### src/sv/sfd_pkg.sv
`default_nettype none
// ----------------------------------------------------------------------------
// sfd_pkg: shared types and constants for the serial frame deframer
// Parser state codes, event codes and the fixed framing byte values.
// ----------------------------------------------------------------------------
package sfd_pkg;

    // Framing bytes
    localparam logic [7:0] SYNC_FIRST   = 8'hA5;
    localparam logic [7:0] SYNC_SECOND  = 8'h5A;
    localparam logic [7:0] MARK_BYTE    = 8'h80;
    localparam logic [7:0] TRAILER_BYTE = 8'h04;

    // Frame parser states
    typedef enum logic [2:0] {
        ST_HUNT    = 3'd0,
        ST_SYNC2   = 3'd1,
        ST_MARK    = 3'd2,
        ST_LEN     = 3'd3,
        ST_PAYLOAD = 3'd4,
        ST_TRAIL   = 3'd5
    } parse_state_t;

    // Result event codes
    typedef enum logic [2:0] {
        EV_NONE   = 3'd0,
        EV_DATA   = 3'd1,
        EV_ACCEPT = 3'd2,
        EV_CSUM   = 3'd3,
        EV_TRAIL  = 3'd4
    } event_t;

endpackage : sfd_pkg
`default_nettype wire

### src/sv/serial_frame_deframer_xor.sv
`default_nettype none
// ----------------------------------------------------------------------------
// serial_frame_deframer_xor: sync/length/XOR checksum frame deframer
// Parses A5 5A 80 LEN payload CSUM 04 frames from a stream of received bytes.
// ----------------------------------------------------------------------------
// Usage:
//   s_valid/s_ready/s_rx_byte carry one received serial byte per request.
//   m_valid/m_ready carry one result per input byte: m_event_res (none,
//   payload byte, frame accepted, checksum error, trailer error) with
//   m_data_byte, m_byte_index and m_frame_length. Downstream drops the
//   payload of a frame that ends in an error.
//   The result passes through the input register, then the result register.
//   Throughput: one byte per cycle while the receiver takes results; the
//   parser state and running XOR are updated combinationally between the
//   two registers, so nothing else limits the rate below one request per
//   clock.
//   Reset (aresetn low, synchronous) empties both registers and returns the
//   parser to hunting for the first sync byte with count, length and XOR
//   cleared.
//   When the receiver stalls, the result register holds, the input register
//   fills, and s_ready drops until m_ready returns; no request is lost.
// ----------------------------------------------------------------------------
module serial_frame_deframer_xor
    import sfd_pkg::*;
(
    input  wire logic       aclk,
    input  wire logic       aresetn,
    input  wire logic       s_valid,
    output logic            s_ready,
    input  wire logic [7:0] s_rx_byte,
    output logic            m_valid,
    input  wire logic       m_ready,
    output logic [2:0]      m_event_res,
    output logic [7:0]      m_data_byte,
    output logic [7:0]      m_byte_index,
    output logic [7:0]      m_frame_length
);

    // Input register
    logic       in_valid_reg;
    logic [7:0] in_byte_reg;

    // Parser state
    parse_state_t state_reg, state_next;
    logic [7:0]   count_reg, count_next;
    logic [7:0]   len_reg, len_next;
    logic [7:0]   xor_reg, xor_next;

    // Result register
    logic       out_valid_reg;
    event_t     ev_reg, ev_next;
    logic [7:0] dat_reg, dat_next;
    logic [7:0] idx_reg, idx_next;
    logic [7:0] flen_reg, flen_next;

    logic in_move;
    logic s_accept;

    // Handshake: input stage moves on when the result slot is free or drains
    assign in_move  = in_valid_reg && (!out_valid_reg || m_ready);
    assign s_ready  = !in_valid_reg || in_move;
    assign s_accept = s_valid && s_ready;

    // Input register
    always_ff @(posedge aclk) begin
        if (!aresetn) begin
            in_valid_reg <= 1'b0;
        end else if (s_ready) begin
            in_valid_reg <= s_valid;
        end
        if (s_accept) begin
            in_byte_reg <= s_rx_byte;
        end
    end

    // Frame parser: next state and result for the byte in the input register
    always_comb begin
        state_next = state_reg;
        count_next = count_reg;
        len_next   = len_reg;
        xor_next   = xor_reg;
        ev_next    = EV_NONE;
        dat_next   = 8'd0;
        idx_next   = 8'd0;
        flen_next  = 8'd0;
        unique case (state_reg)
            ST_HUNT: begin
                if (in_byte_reg == SYNC_FIRST) begin
                    state_next = ST_SYNC2;
                end
            end
            ST_SYNC2: begin
                if (in_byte_reg == SYNC_SECOND) begin
                    state_next = ST_MARK;
                end else begin
                    state_next = ST_HUNT;
                    count_next = 8'd0;
                    len_next   = 8'd0;
                    xor_next   = 8'd0;
                end
            end
            ST_MARK: begin
                if (in_byte_reg == MARK_BYTE) begin
                    state_next = ST_LEN;
                end else begin
                    state_next = ST_HUNT;
                    count_next = 8'd0;
                    len_next   = 8'd0;
                    xor_next   = 8'd0;
                end
            end
            ST_LEN: begin
                len_next   = in_byte_reg;
                count_next = 8'd0;
                xor_next   = 8'd0;
                state_next = ST_PAYLOAD;
            end
            ST_PAYLOAD: begin
                if (count_reg < len_reg) begin
                    ev_next    = EV_DATA;
                    dat_next   = in_byte_reg;
                    idx_next   = count_reg;
                    flen_next  = len_reg;
                    xor_next   = xor_reg ^ in_byte_reg;
                    count_next = count_reg + 8'd1;
                end else if (in_byte_reg == xor_reg) begin
                    state_next = ST_TRAIL;
                end else begin
                    ev_next    = EV_CSUM;
                    flen_next  = len_reg;
                    state_next = ST_HUNT;
                    count_next = 8'd0;
                    len_next   = 8'd0;
                    xor_next   = 8'd0;
                end
            end
            ST_TRAIL: begin
                ev_next    = (in_byte_reg == TRAILER_BYTE) ? EV_ACCEPT : EV_TRAIL;
                flen_next  = len_reg;
                state_next = ST_HUNT;
                count_next = 8'd0;
                len_next   = 8'd0;
                xor_next   = 8'd0;
            end
            default: begin
                // unused codes: clean restart
                state_next = ST_HUNT;
                count_next = 8'd0;
                len_next   = 8'd0;
                xor_next   = 8'd0;
            end
        endcase
    end

    // Parser state registers
    always_ff @(posedge aclk) begin
        if (!aresetn) begin
            state_reg <= ST_HUNT;
            count_reg <= 8'd0;
            len_reg   <= 8'd0;
            xor_reg   <= 8'd0;
        end else if (in_move) begin
            state_reg <= state_next;
            count_reg <= count_next;
            len_reg   <= len_next;
            xor_reg   <= xor_next;
        end
    end

    // Result register
    always_ff @(posedge aclk) begin
        if (!aresetn) begin
            out_valid_reg <= 1'b0;
        end else if (!out_valid_reg || m_ready) begin
            out_valid_reg <= in_valid_reg;
        end
        if (in_move) begin
            ev_reg   <= ev_next;
            dat_reg  <= dat_next;
            idx_reg  <= idx_next;
            flen_reg <= flen_next;
        end
    end

    assign m_valid        = out_valid_reg;
    assign m_event_res    = ev_reg;
    assign m_data_byte    = dat_reg;
    assign m_byte_index   = idx_reg;
    assign m_frame_length = flen_reg;

    // Checks
    a_idx_in_frame: assert property (@(posedge aclk) disable iff (!aresetn)
        (out_valid_reg && ev_reg == EV_DATA) |-> (idx_reg < flen_reg))
        else $error("payload index not below frame length");

    a_none_clean: assert property (@(posedge aclk) disable iff (!aresetn)
        (out_valid_reg && ev_reg == EV_NONE) |-> (flen_reg == 8'd0 && dat_reg == 8'd0))
        else $error("no-event result carries non-zero fields");

    a_count_bound: assert property (@(posedge aclk) disable iff (!aresetn)
        (state_reg == ST_PAYLOAD) |-> (count_reg <= len_reg))
        else $error("payload count beyond frame length");

    a_trail_restart: assert property (@(posedge aclk) disable iff (!aresetn)
        (in_move && state_reg == ST_TRAIL) |=>
        (state_reg == ST_HUNT && count_reg == 8'd0 && xor_reg == 8'd0))
        else $error("parser did not restart after trailer");

    a_hunt_clean: assert property (@(posedge aclk) disable iff (!aresetn)
        (state_reg == ST_HUNT) |-> (len_reg == 8'd0 && count_reg == 8'd0))
        else $error("stale frame state while hunting");

endmodule : serial_frame_deframer_xor
`default_nettype wire

### config.mk
export PLATFORM = sky130hd
export DESIGN_NAME = serial_frame_deframer_xor
export DESIGN_NICKNAME = d
export VERILOG_FILES = /design/src/sv/sfd_pkg.sv /design/src/sv/serial_frame_deframer_xor.sv
export SDC_FILE = /design/constraint.sdc
export NUM_CORES = 1
export LEC_CHECK = 0
export BUFFER_PORTS_ARGS = -buffer_cell sky130_fd_sc_hd__buf_2
export CORE_UTILIZATION = 61
export DETAILED_ROUTE_END_ITERATION = 8
export PLACE_DENSITY = 0.92
export RECOVER_POWER = 50
export SLEW_MARGIN = 40
export SYNTH_ARGS = -nofsm -noshare
export SYNTH_HDL_FRONTEND = slang
export SYNTH_SLANG_ARGS = --single-unit
### constraint.sdc
create_clock -name aclk -period 7.9 [get_ports aclk]
set_input_delay 0.79 -clock aclk [delete_from_list [all_inputs] [get_ports aclk]]
set_output_delay 0.79 -clock aclk [all_outputs]
set_load 0.05 [all_outputs]
**Yosys cells after proc, flatten, opt, wreduce, memory -nomap -nowiden**

Index checks and enable logic that the tools add are counted.

- Order comparisons: 1
- Reduce and logical (&&, ||, !) cells: 11
- Mux-type cells: 22
- Add/sub/neg operators: 1
- Eq/ne operators: 16
- Bitwise logic cells: 2

Operator list:

| cell | number |
|---|---|
| $mux 8 | 8 |
| $pmux 8 s4 | 2 |
| $pmux 8 s5 | 1 |
| $eq 8x8->1 const B | 2 |
| $pmux 8 s2 | 1 |
| $pmux 3 s5 | 1 |
| $mux 3 | 4 |
| $ne 2x2->1 const B | 5 |
| $add 8x1->8 const B | 1 |
| $eq 8x3->1 const B | 1 |
| $eq 8x7->1 const B | 1 |
| $eq 8x8->1 | 1 |
| $lt 8x8->1 | 1 |
| $mux 2 | 4 |
| $xor 8x8->8 | 1 |
| $eq 3x2->1 const B | 2 |
| $eq 3x3->1 const B | 2 |
| $pmux 3 s2 | 1 |
| $reduce_and 6->1 | 1 |
| $reduce_and 5->1 | 1 |
| $eq 3x1->1 const B | 1 |
| $logic_not 3->1 | 1 |
| $ne 3x3->1 const B | 1 |
| $reduce_and 3->1 | 1 |
| other kinds (5) | 8 |

- Register bits: 64
- Logic and storage cells: 64
- Output and inout bits: 29

**Logic depth before layout (Yosys ltp)**

Gate-level depths: netlist of the first run.

- Depth in word-level cells: 5
- Depth in mapped cells: 10

**Least setup slack after synthesis of the first run**

No wires, ideal clock.

- Kind: in2reg
- From: input m_ready
- To: register len_reg[0]
- Path slack: 4.922 ns
- Path buffers: 0
- Data required time: 7.828 ns
- Arrival: 2.906 ns
- Setup time: 0.072 ns
- Cell stages on the path: 7
- Cell sequence: nor2b_1 > nand2b_1 > inv_1 > o31ai_1 > or2_4 > a211oi_4 > mux2i_1

- Word-level cells in the longest chain between the ends: 3

RTL lines:

| element | line | RTL |
|---|---|---|
| start: declaration | serial_frame_deframer_xor.sv:32 | `input wire logic m_ready,` |
| $logic_or 1x1->1 | serial_frame_deframer_xor.sv:60 | `assign in_move = in_valid_reg && (!out_valid_reg \|\| m_ready);` |
| $logic_and 1x1->1 | serial_frame_deframer_xor.sv:60 |  |
| via in_move | serial_frame_deframer_xor.sv:56 | `logic in_move;` |
| $reduce_and 6->1 (no source line) | - |  |
| end signal: assignment | serial_frame_deframer_xor.sv:165 | `len_reg <= len_next;` |
| end: declaration | serial_frame_deframer_xor.sv:46 | `logic [7:0] len_reg, len_next;` |

The timed path passes the listed nets, and every way through them passes these cells.
A chain may end at the register's enable or synchronous reset.

**Worst setup path after layout of the first run**

- From: input m_ready
- To: register count_reg[6]

- Word-level cells in the longest chain between the ends: 3

RTL lines:

| element | line | RTL |
|---|---|---|
| $logic_or 1x1->1 | serial_frame_deframer_xor.sv:60 |  |
| $logic_and 1x1->1 | serial_frame_deframer_xor.sv:60 |  |
| via in_move | serial_frame_deframer_xor.sv:56 |  |
| $reduce_and 5->1 (no source line) | - |  |
| end signal: assignment | serial_frame_deframer_xor.sv:164 | `count_reg <= count_next;` |
| end: declaration | serial_frame_deframer_xor.sv:45 | `logic [7:0] count_reg, count_next;` |

The timed path passes the listed nets, and every way through them passes these cells.

==> qor.yml, run 1 <==
finClkSkew_ps: 10.3
postCtsHoldBufs: 0
netlist.area_leader.share: 0.351
crit_family: "simple AND/OR/NAND/NOR gates"
globalplace.congestion: 0.808
cp-end-kind: "flip-flop"
cp_max_fo: 30
synth_flop_cell: "edfxtp_1"
first_global_vias: 2049
grt_max_degree: 31
ys_seq_area_frac: 0.546
critPathMaxStageDelay_ps: 830
avgSynthCellArea_sq_um: 10.8
synth_edf_count: 35
drv_cap: 0
final_antenna_net_count: 0
ys_types: 43
ys_warn_count: 0
ctsHtreeMaxLevel: 3
rr_worst_depth: 7
startpoint_type: "primary input"
cts_tree: "done"
layout-drive-gt1-share: 0.127
final_cells: 382
via_per_inst: 5.75
insertion_delay_ps: 350
die_h_microns: 72.0
fp.coreArea_sq_mm: 0.00472
finalSetupViolCount: 0
async_reset_ff_frac: 0
cts_setup_buffers: 0
dp_hpwl_microns: 3770
netlist_instances: 276
vdd_ir_drop_max_mv: 0.139
crit_buf_inv: 2
grt_antenna_before_repair: 0
path_class: "primary input to flip-flop"
syn_area_sq_mm: 0.00299
synth_area_leaders: "edfxtp_1, dfxtp_1, and2_1"
overflow: 0
crit_arrival_ps: 3540
drt_iter0_drc: 196
cts_resized: 0
dp.cells: 366
hold_slack_ps: 471
io_buffers: 40
crit_path_cell_trace: "buf_2 > nor2b_1 > nand2b_1 > inv_1 > o31ai_1 > nor4_4 > a41oi_1 > a31oi_1"
holdPathStages: 2
boundaryPins: 41
final_util: 0.700
reg2reg_from: "m_valid"
grtUsageTotal: 0.236
synthesis.nets: 296
vias: 2198
root_buffer: "clkbuf_8"
drv_slew: 0
crit_required_ps: 8160
powerDensity_mw_per_mm2: 193
p_leak_nw: 1.11
rsz0062_at_grt: "false"
wirelength_microns: 5660
tns_ps: 0
clkSinkCount: 64
status: "complete, no violations"
synth.most_common_cell: "edfxtp_1"
slew_headroom: 0.263
hold_violations: 0
worstReg2RegEnd: "count_reg[6]"
cp_slowest_cell: "inv_1"
fmax_mhz: 305
dr.pass1.iters: 5
worst_slew_pin_slew_ps: 1100
start_util: 0.633
die_w_microns: 72.0
synth_seq_cells: 64
remaining_drc_errors: 0
cts.clk_slew.worst_paths_ps: 60
grt_pass1_wl_microns: 9050
nNetsFinal: 330
area_delta_synth_final_pct: 10.6
row_count: 25
cts.path.max_buffers: 2
min_to: "len_reg[2]"
hold_path.class: "flip-flop to flip-flop"
holdCritStartpoint: "len_reg[2]"
period_needed_ps: 3280
wl_per_cell_microns: 14.8
diodes: 0
cts_buffers: 9
synth_area_leader_cell: "edfxtp_1"
dieArea_sq_mm: 0.00519
reg2reg_slack_ps: 4740
finalCritPeriodShare: 0.415
synth_common_cells: "edfxtp_1, nand2_1, dfxtp_1"
-- power breakdown --
part	internal [mW]	switching (mW)
combinational	0.00860	0.0331
clock	0.113	0.116
sequential	0.360	0.00794
total	0.481	0.157
-- worst register-to-register path, stage by stage (launching register included) --
cell	delay [ps]
dfxtp_1	310
nor2b_1	150
nand2b_1	220
inv_1	830
o31ai_1	320
nor4_4	780
a41oi_1	240
a31oi_1	230
-- per-stage QoR --
step | setup slack [ps] | power (mW) | area [sq um]
after detailed placement | 4720 | 0.418 | 3180
after global placement | 4500 | 0.417 | 3180
after global routing | 4370 | 0.657 | 3310
after floorplan | 4920 | 0.408 | 2990
final | 4620 | 0.638 | 3310
after CTS | 4950 | 0.642 | 3330
-- cell families (layout without fill, tap and decap cells) --
group / Yosys count / after routing / synth area share
mux: 8 / 8 / 0.0268
flops: 64 / 64 / 0.546
xor+xnor: 8 / 8 / 0.0234
fa+ha+maj: 8 / 8 / 0.0335
simple gates: 107 / 107 / 0.208
compound gates: 53 / 53 / 0.117
buf+inv: 28 / 67 / 0.0460
-- final cells by class --
| type | count | area (sq um) |
|---|---|---|
| timing repair buffer | 41 | 183 |
| clock buffer | 14 | 143 |
| sequential | 64 | 1630 |
| fill | 344 | 1420 |
| tap | 67 | 83.8 |
| multi-input combinational | 184 | 1220 |
| clock inverter | 2 | 8.76 |
| inverter | 10 | 37.5 |
-- cells in the final DEF (no fill, tap or decap), types with 2 or more instances in the layout --
master    synthesis  layout
nand2_1          30      30
nor3_1            3       3
edfxtp_1         35      35
nand3_1           5       5
xnor2_1           8       8
and2_1           25      24
nand4_1           3       3
clkbuf_8          0       9
dfxtp_1          29      29
mux2i_1           8       8
inv_1            10      10
a21oi_1          21      21
o21a_1            3       3
a41oi_1           2       2
nor4b_1           2       2
o21ai_0           2       2
nor2_1            6       6
or3_1            13      13
nor4_1            2       2
nand2b_1          4       4
and3_1            4       4
o21ai_1           2       2
a31oi_1          14      14
buf_2             8      20
nor2b_1           4       4
clkbuf_1          6      25
ha_1              8       8
-- worst max path at each step --
stage	end	cells past startpoint	startpoint	slack (ps)
after detailed placement	count_reg[6]	8	m_ready	4720
after global routing	count_reg[6]	8	m_ready	4370
after global placement	count_reg[7]	8	m_ready	4500
final	count_reg[6]	8	m_ready	4620
after floorplan	len_reg[0]	7	m_ready	4920
after CTS	count_reg[6]	9	len_reg[3]	4950
-- routing by layer --
layer / vias up / track usage / part of all wire
met3: 12 / 0.0681 / 0.062
met4: 0 / 0.135 / 0.021
met5: - / 0 / 0
met2: 93 / 0.401 / 0.50
li1: 1061 / - / -
met1: 1032 / 0.267 / 0.42
Power figures use the tool's default switching activity.
==> run 2, diff against run 1 <==
- ABC_AREA: not set -> 1
- CORE_UTILIZATION: 61 -> 57
- PLACE_DENSITY: 0.92 -> 0.87
- clock period: 7.9 -> 3.2 ns (I/O delays scaled with it)
==> run 2 against run 1 <==
  * Highest routed layer unchanged
  * Die area up 11%
  * Routed wire length up 11%
  * Flip-flop and latch count unchanged
  * Design area up 6.2%
  * Sequential power up 140%
  * Core utilization down 2.1 points
  * Clock power rose to 2.9 times the previous value
==> qor.yml, run 2 <==
cts.clk_slew.worst_paths_ps: 70
drv_cap: 0
crit_path_cell_trace: "ha_1 > nand2_1 > inv_1 > nand2_1 > nand2_1 > nand2_1 > nand3_1 > buf_4 > nand3_1 > and2_1"
rr_worst_depth: 10
holdPathStages: 1
synth_seq_cells: 64
nNetsFinal: 448
cp-startpoint: "count_reg[3]"
cts_setup_buffers: 0
syn_area_sq_mm: 0.00310
synth_compound_area_frac: 0.0532
dp_hpwl_microns: 4460
grt_max_degree: 30
layout-drive-gt1-share: 0.104
ys_warn_count: 0
cp_slowest_cell: "dfxtp_1"
synth_area_leaders: "edfxtp_1, dfxtp_1, nor2_1"
grt_pass1_wl_microns: 10400
synthMuxAreaShare: 0
finClkSkew_ps: 7.96
fp.coreArea_sq_mm: 0.00517
async_reset_ff_frac: 0
synth_flop_cell: "edfxtp_1"
area_delta_synth_final_pct: 13.3
finalSetupViolCount: 0
fmax_mhz: 502
netlist_instances: 384
crit_path_frequent_cell: "nand2_1"
synth_top_family_by_area: "simple AND/OR/NAND/NOR gates"
boundaryPins: 41
cp_max_fo: 28
ys_seq_area_frac: 0.526
avgSynthCellArea_sq_um: 8.08
row_count: 26
crit_arrival_ps: 2090
cts_resized: 0
ctsHtreeMaxLevel: 3
vias: 2612
finalCritPeriodShare: 0.622
diodes: 0
synth_area_leader_cell: "edfxtp_1"
p_total_mw: 1.68
io_buffers: 40
die_h_microns: 75.8
startpoint_type: "flip-flop"
hold_violations: 0
dieArea_sq_mm: 0.00574
cts_buffers: 9
powerDensity_mw_per_mm2: 479
ys_types: 28
synthAdderAreaFrac: 0.0323
grtUsageTotal: 0.251
overflow: 0
endpoint: "m_frame_length[0]"
tns_ps: 0
hold_path.class: "primary input to flip-flop"
period_needed_ps: 1990
reg2reg_slack_ps: 1210
wirelength_microns: 6270
clkSinkCount: 64
rsz0062_at_grt: "false"
synthesis.nets: 404
netlist.area_leader.share: 0.339
fillers: 429
layout_common_cells: "nor2_1, nand2_1, inv_1"
postCtsHoldBufs: 0
remaining_drc_errors: 0
crit_cells: 10
grt_antenna_before_repair: 0
final_antenna_net_count: 0
via_per_inst: 5.19
crit_family: "simple AND/OR/NAND/NOR gates"
p_leak_nw: 1.43
cts.path.max_buffers: 2
first_global_vias: 2442
critPathMaxStageDelay_ps: 370
worst_slew_pin_slew_ps: 1090
synth_edf_count: 35
root_buffer: "clkbuf_8"
mostFrequentLayoutCell: "nor2_1"
drv_slew: 0
start_util: 0.600
vdd_ir_drop_max_mv: 0.398
cts_tree: "done"
yosys.area_share.simple: 0.297
insertion_delay_ps: 350
cp-end-kind: "flip-flop"
synth.most_common_cell: "nor2_1"
crit_buf_inv: 2
wl_per_cell_microns: 12.5
synth_common_cells: "nor2_1, nand2_1, inv_1"
crit_required_ps: 3300
slew_headroom: 0.273
worstReg2RegEnd: "m_frame_length[0]"
reg2reg_from: "count_reg[3]"
dr.pass1.iters: 6
synth_xor_area_frac: 0.0113
path_class: "flip-flop to flip-flop"
globalplace.congestion: 0.924
drt_iter0_drc: 200
die_w_microns: 75.8
status: "complete, no violations"
run 2: kinds of logic after synthesis:
kind of cell,Yosys count
AO/OA/AOI/OAI,31
XOR/XNOR,4
adder cells (fa/ha/maj),8
buffers and inverters,61
flip-flops,64
AND/OR/NAND/NOR,216
run 2: layout make-up:
cell class	count	area (sq um)	area share
Clock buffer	9	124	0.0352
Clock inverter	7	72.6	0.0206
Timing Repair Buffer	43	186	0.0530
Sequential cell	64	1630	0.464
Tap cell	70	87.6	0.0249
Multi-Input combinational cell	259	1220	0.347
Inverter	51	191	0.0545
run 2: worst min path at each step:
| stage | from | endpoint | slack (ps) |
|---|---|---|---|
| floorplan | s_rx_byte[0] | in_byte_reg[0] | 420 |
| global placement | len_reg[2] | len_reg[2] | 450 |
| detailed placement | len_reg[4] | len_reg[4] | 460 |
| CTS | s_rx_byte[3] | in_byte_reg[3] | 130 |
| global route | s_rx_byte[0] | in_byte_reg[0] | 130 |
| finish | s_rx_byte[3] | in_byte_reg[3] | 150 |
run 2: stage by stage:
step           hold WS, ps  utilization  worst slack, ps  std cells  instance area (sq um)
2_1_floorplan          419            -             1010        384                   3100
3_3_place_gp           454        0.649             1350        487                   3350
3_5_place_dp           463        0.649             1280        487                   3350
4_1_cts                132        0.687             1220        503                   3550
5_1_grt                130        0.679             1040        503                   3510
6_report               146        0.679             1210        503                   3510
run 2: layer usage:
metal | routed length [microns] | global-route usage | vias to the layer above
met5 | 0 | 0 | -
met4 | 255 | 0.148 | 0
met3 | 393 | 0.0820 | 27
met2 | 3050 | 0.419 | 113
met1 | 2570 | 0.280 | 1157
li1 | - | - | 1315
run 2: power by group:
group	internal, mW	leakage (nW)	switching (mW)
Clock	0.358	0.0952	0.313
Combinational	0.0220	0.757	0.0909
Sequential	0.886	0.574	0.0126
==> run 3, diff against run 2 <==
- CORE_UTILIZATION: 57 -> 52
- PLACE_DENSITY: 0.87 -> 0.84
- clock period: 3.2 -> 1.7 ns (I/O delays scaled with it)
==> run 3 against run 2 <==
  * Critical path depth is 2 higher
  * Global-route usage is 2.0 points higher
  * Clock skew is 7.7 ps higher
  * Non-clock buffer count is 73 higher
  * Worst setup slack worse by 1300 ps
  * The flow now finishes with violations (negative setup slack)
  * Worst hold slack worse by 140 ps
  * Design area is 29% higher
  * Flip-flop and latch count stayed put
  * Largest power group unchanged
  * Highest routed layer unchanged
  * Die area is 9.4% higher
==> qor.yml, run 3 (synthesis gave the netlist of run 2 again) <==
reg2reg_slack_ps: -70
crit_required_ps: 2000
period_needed_ps: 1770
worstReg2RegEnd: "xor_reg[0]"
die_w_microns: 79.2
globalplace.congestion: 0.921
p_leak_nw: 1.96
final_cells: 578
crit_buf_inv: 3
grtUsageTotal: 0.271
wl_per_cell_microns: 16.0
critPathMaxStageDelay_ps: 480
busiest_layer: "met2"
holdCritStartpoint: "s_rx_byte[0]"
fp.coreArea_sq_mm: 0.00564
overflow: 0
vias: 3092
finalSetupViolCount: 29
violations: "negative setup slack"
cp_max_fo: 5
seq_area_sq_mm: 0.00165
final_util: 0.801
layout_common_cells: "nor2_1, nand2_1, buf_4"
grtUsageMet1: 0.281
crit_path_frequent_cell: "nand2_1"
drv_cap: 0
die_h_microns: 79.2
use_met3: 0.0678
wirelength_microns: 9270
cts_tree: "done"
worst_slew_pin_slew_ps: 592
dieArea_sq_mm: 0.00628
slew_headroom: 0.605
ctsHtreeMaxLevel: 3
grt_antenna_before_repair: 0
via_per_inst: 5.35
final_antenna_net_count: 0
cts.clk_slew.worst_paths_ps: 70
rr_worst_depth: 12
path_class: "flip-flop to flip-flop"
first_global_vias: 2906
cp_slowest_cell: "edfxtp_1"
crit_path_cell_trace: "inv_2 > nand2_1 > nand2_1 > nand2_1 > nor2_2 > nand3_2 > inv_2 > nand2_2 > nand2_4 > clkbuf_16 > o21ai_1 > nor2_1"
dp_hpwl_microns: 5110
rsz0062_at_grt: "true"
diodes: 0
hold_slack_ps: 1.89
hold_violations: 0
cp-end-kind: "flip-flop"
crit_family: "simple AND/OR/NAND/NOR gates"
drt_iter0_drc: 271
crit_cells: 12
vdd_ir_drop_max_mv: 0.732
dr.pass1.iters: 5
clkSinkCount: 64
cts.path.max_buffers: 2
io_buffers: 40
startpoint_type: "flip-flop"
root_buffer: "clkbuf_8"
mostFrequentLayoutCell: "nor2_1"
boundaryPins: 41
area_delta_synth_final_pct: 45.6
layout-drive-gt1-share: 0.407
fillers: 341
multi_input_area_sq_mm: 0.00147
finClkSkew_ps: 15.7
cp-startpoint: "in_byte_reg[4]"
start_util: 0.550
drv_slew: 0
reg2reg_from: "in_byte_reg[4]"
row_count: 27
grt_pass1_wl_microns: 12600
insertion_delay_ps: 360
endpoint: "xor_reg[0]"
dp.cells: 533
remaining_drc_errors: 0
fmax_mhz: 565
cts_buffers: 9
met2_usage: 0.501
dp_slack_ps: -169
grt_max_degree: 31
status: "finished with violations"
nNetsFinal: 521
finalCritPeriodShare: 1.04
hold_path.class: "primary input to flip-flop"
powerDensity_mw_per_mm2: 751
crit_arrival_ps: 2070
fin_ws_ps: -70.3
run 3: area by class of cell:
| class | count | area share |
|---|---|---|
| repair buffers | 116 | 0.200 |
| flip-flops and latches | 64 | 0.364 |
| well taps | 72 | 0.0199 |
| clock buffers | 11 | 0.0338 |
| inverters | 51 | 0.0443 |
| clock inverters | 5 | 0.0119 |
| multi-input cells | 259 | 0.326 |
run 3: how the worst min path moves through the flow:
stage,to,slack [ps],cells past startpoint
5_1_grt,in_byte_reg[0],0.006,1
6_report,in_byte_reg[0],2,1
3_3_place_gp,in_byte_reg[2],350,1
2_1_floorplan,in_byte_reg[0],270,0
4_1_cts,in_byte_reg[0],3,1
3_5_place_dp,in_byte_reg[6],350,1
run 3: layer usage:
metal | up-vias | wire length [microns]
met5 | - | 0
met4 | 0 | 561
met3 | 52 | 619
met2 | 153 | 4880
met1 | 1422 | 3210
li1 | 1465 | -
run 3: metrics by stage:
step / area (sq um) / power, mW / TNS, ps
finish: 4520 / 3.39 / -901
detailed placement: 3740 / 1.99 / -4170
global route: 4520 / 3.50 / -4240
CTS: 4150 / 3.35 / 0
floorplan: 3130 / 1.89 / -1200
global placement: 3740 / 1.98 / -47.7
run 3: power by group:
part / total [mW] / switching (mW) / internal [mW]
Sequential: 1.69 / 0.0208 / 1.67
Combinational: 0.327 / 0.211 / 0.116
Clock: 1.38 / 0.616 / 0.761
Total: 3.39 / 0.847 / 2.54
run 3: repair_timing:
| action | 4_1_cts | 5_1_grt |
|---|---|---|
| setup endpoints to repair | 48 | 51 |
| hold endpoints to repair | 7 | 0 |
| resized for setup | 31 | 61 |
| hold buffers | 7 | 0 |
| pin swaps | 11 | 29 |
| setup buffers | 6 | 14 |
| cloned | 0 | 2 |
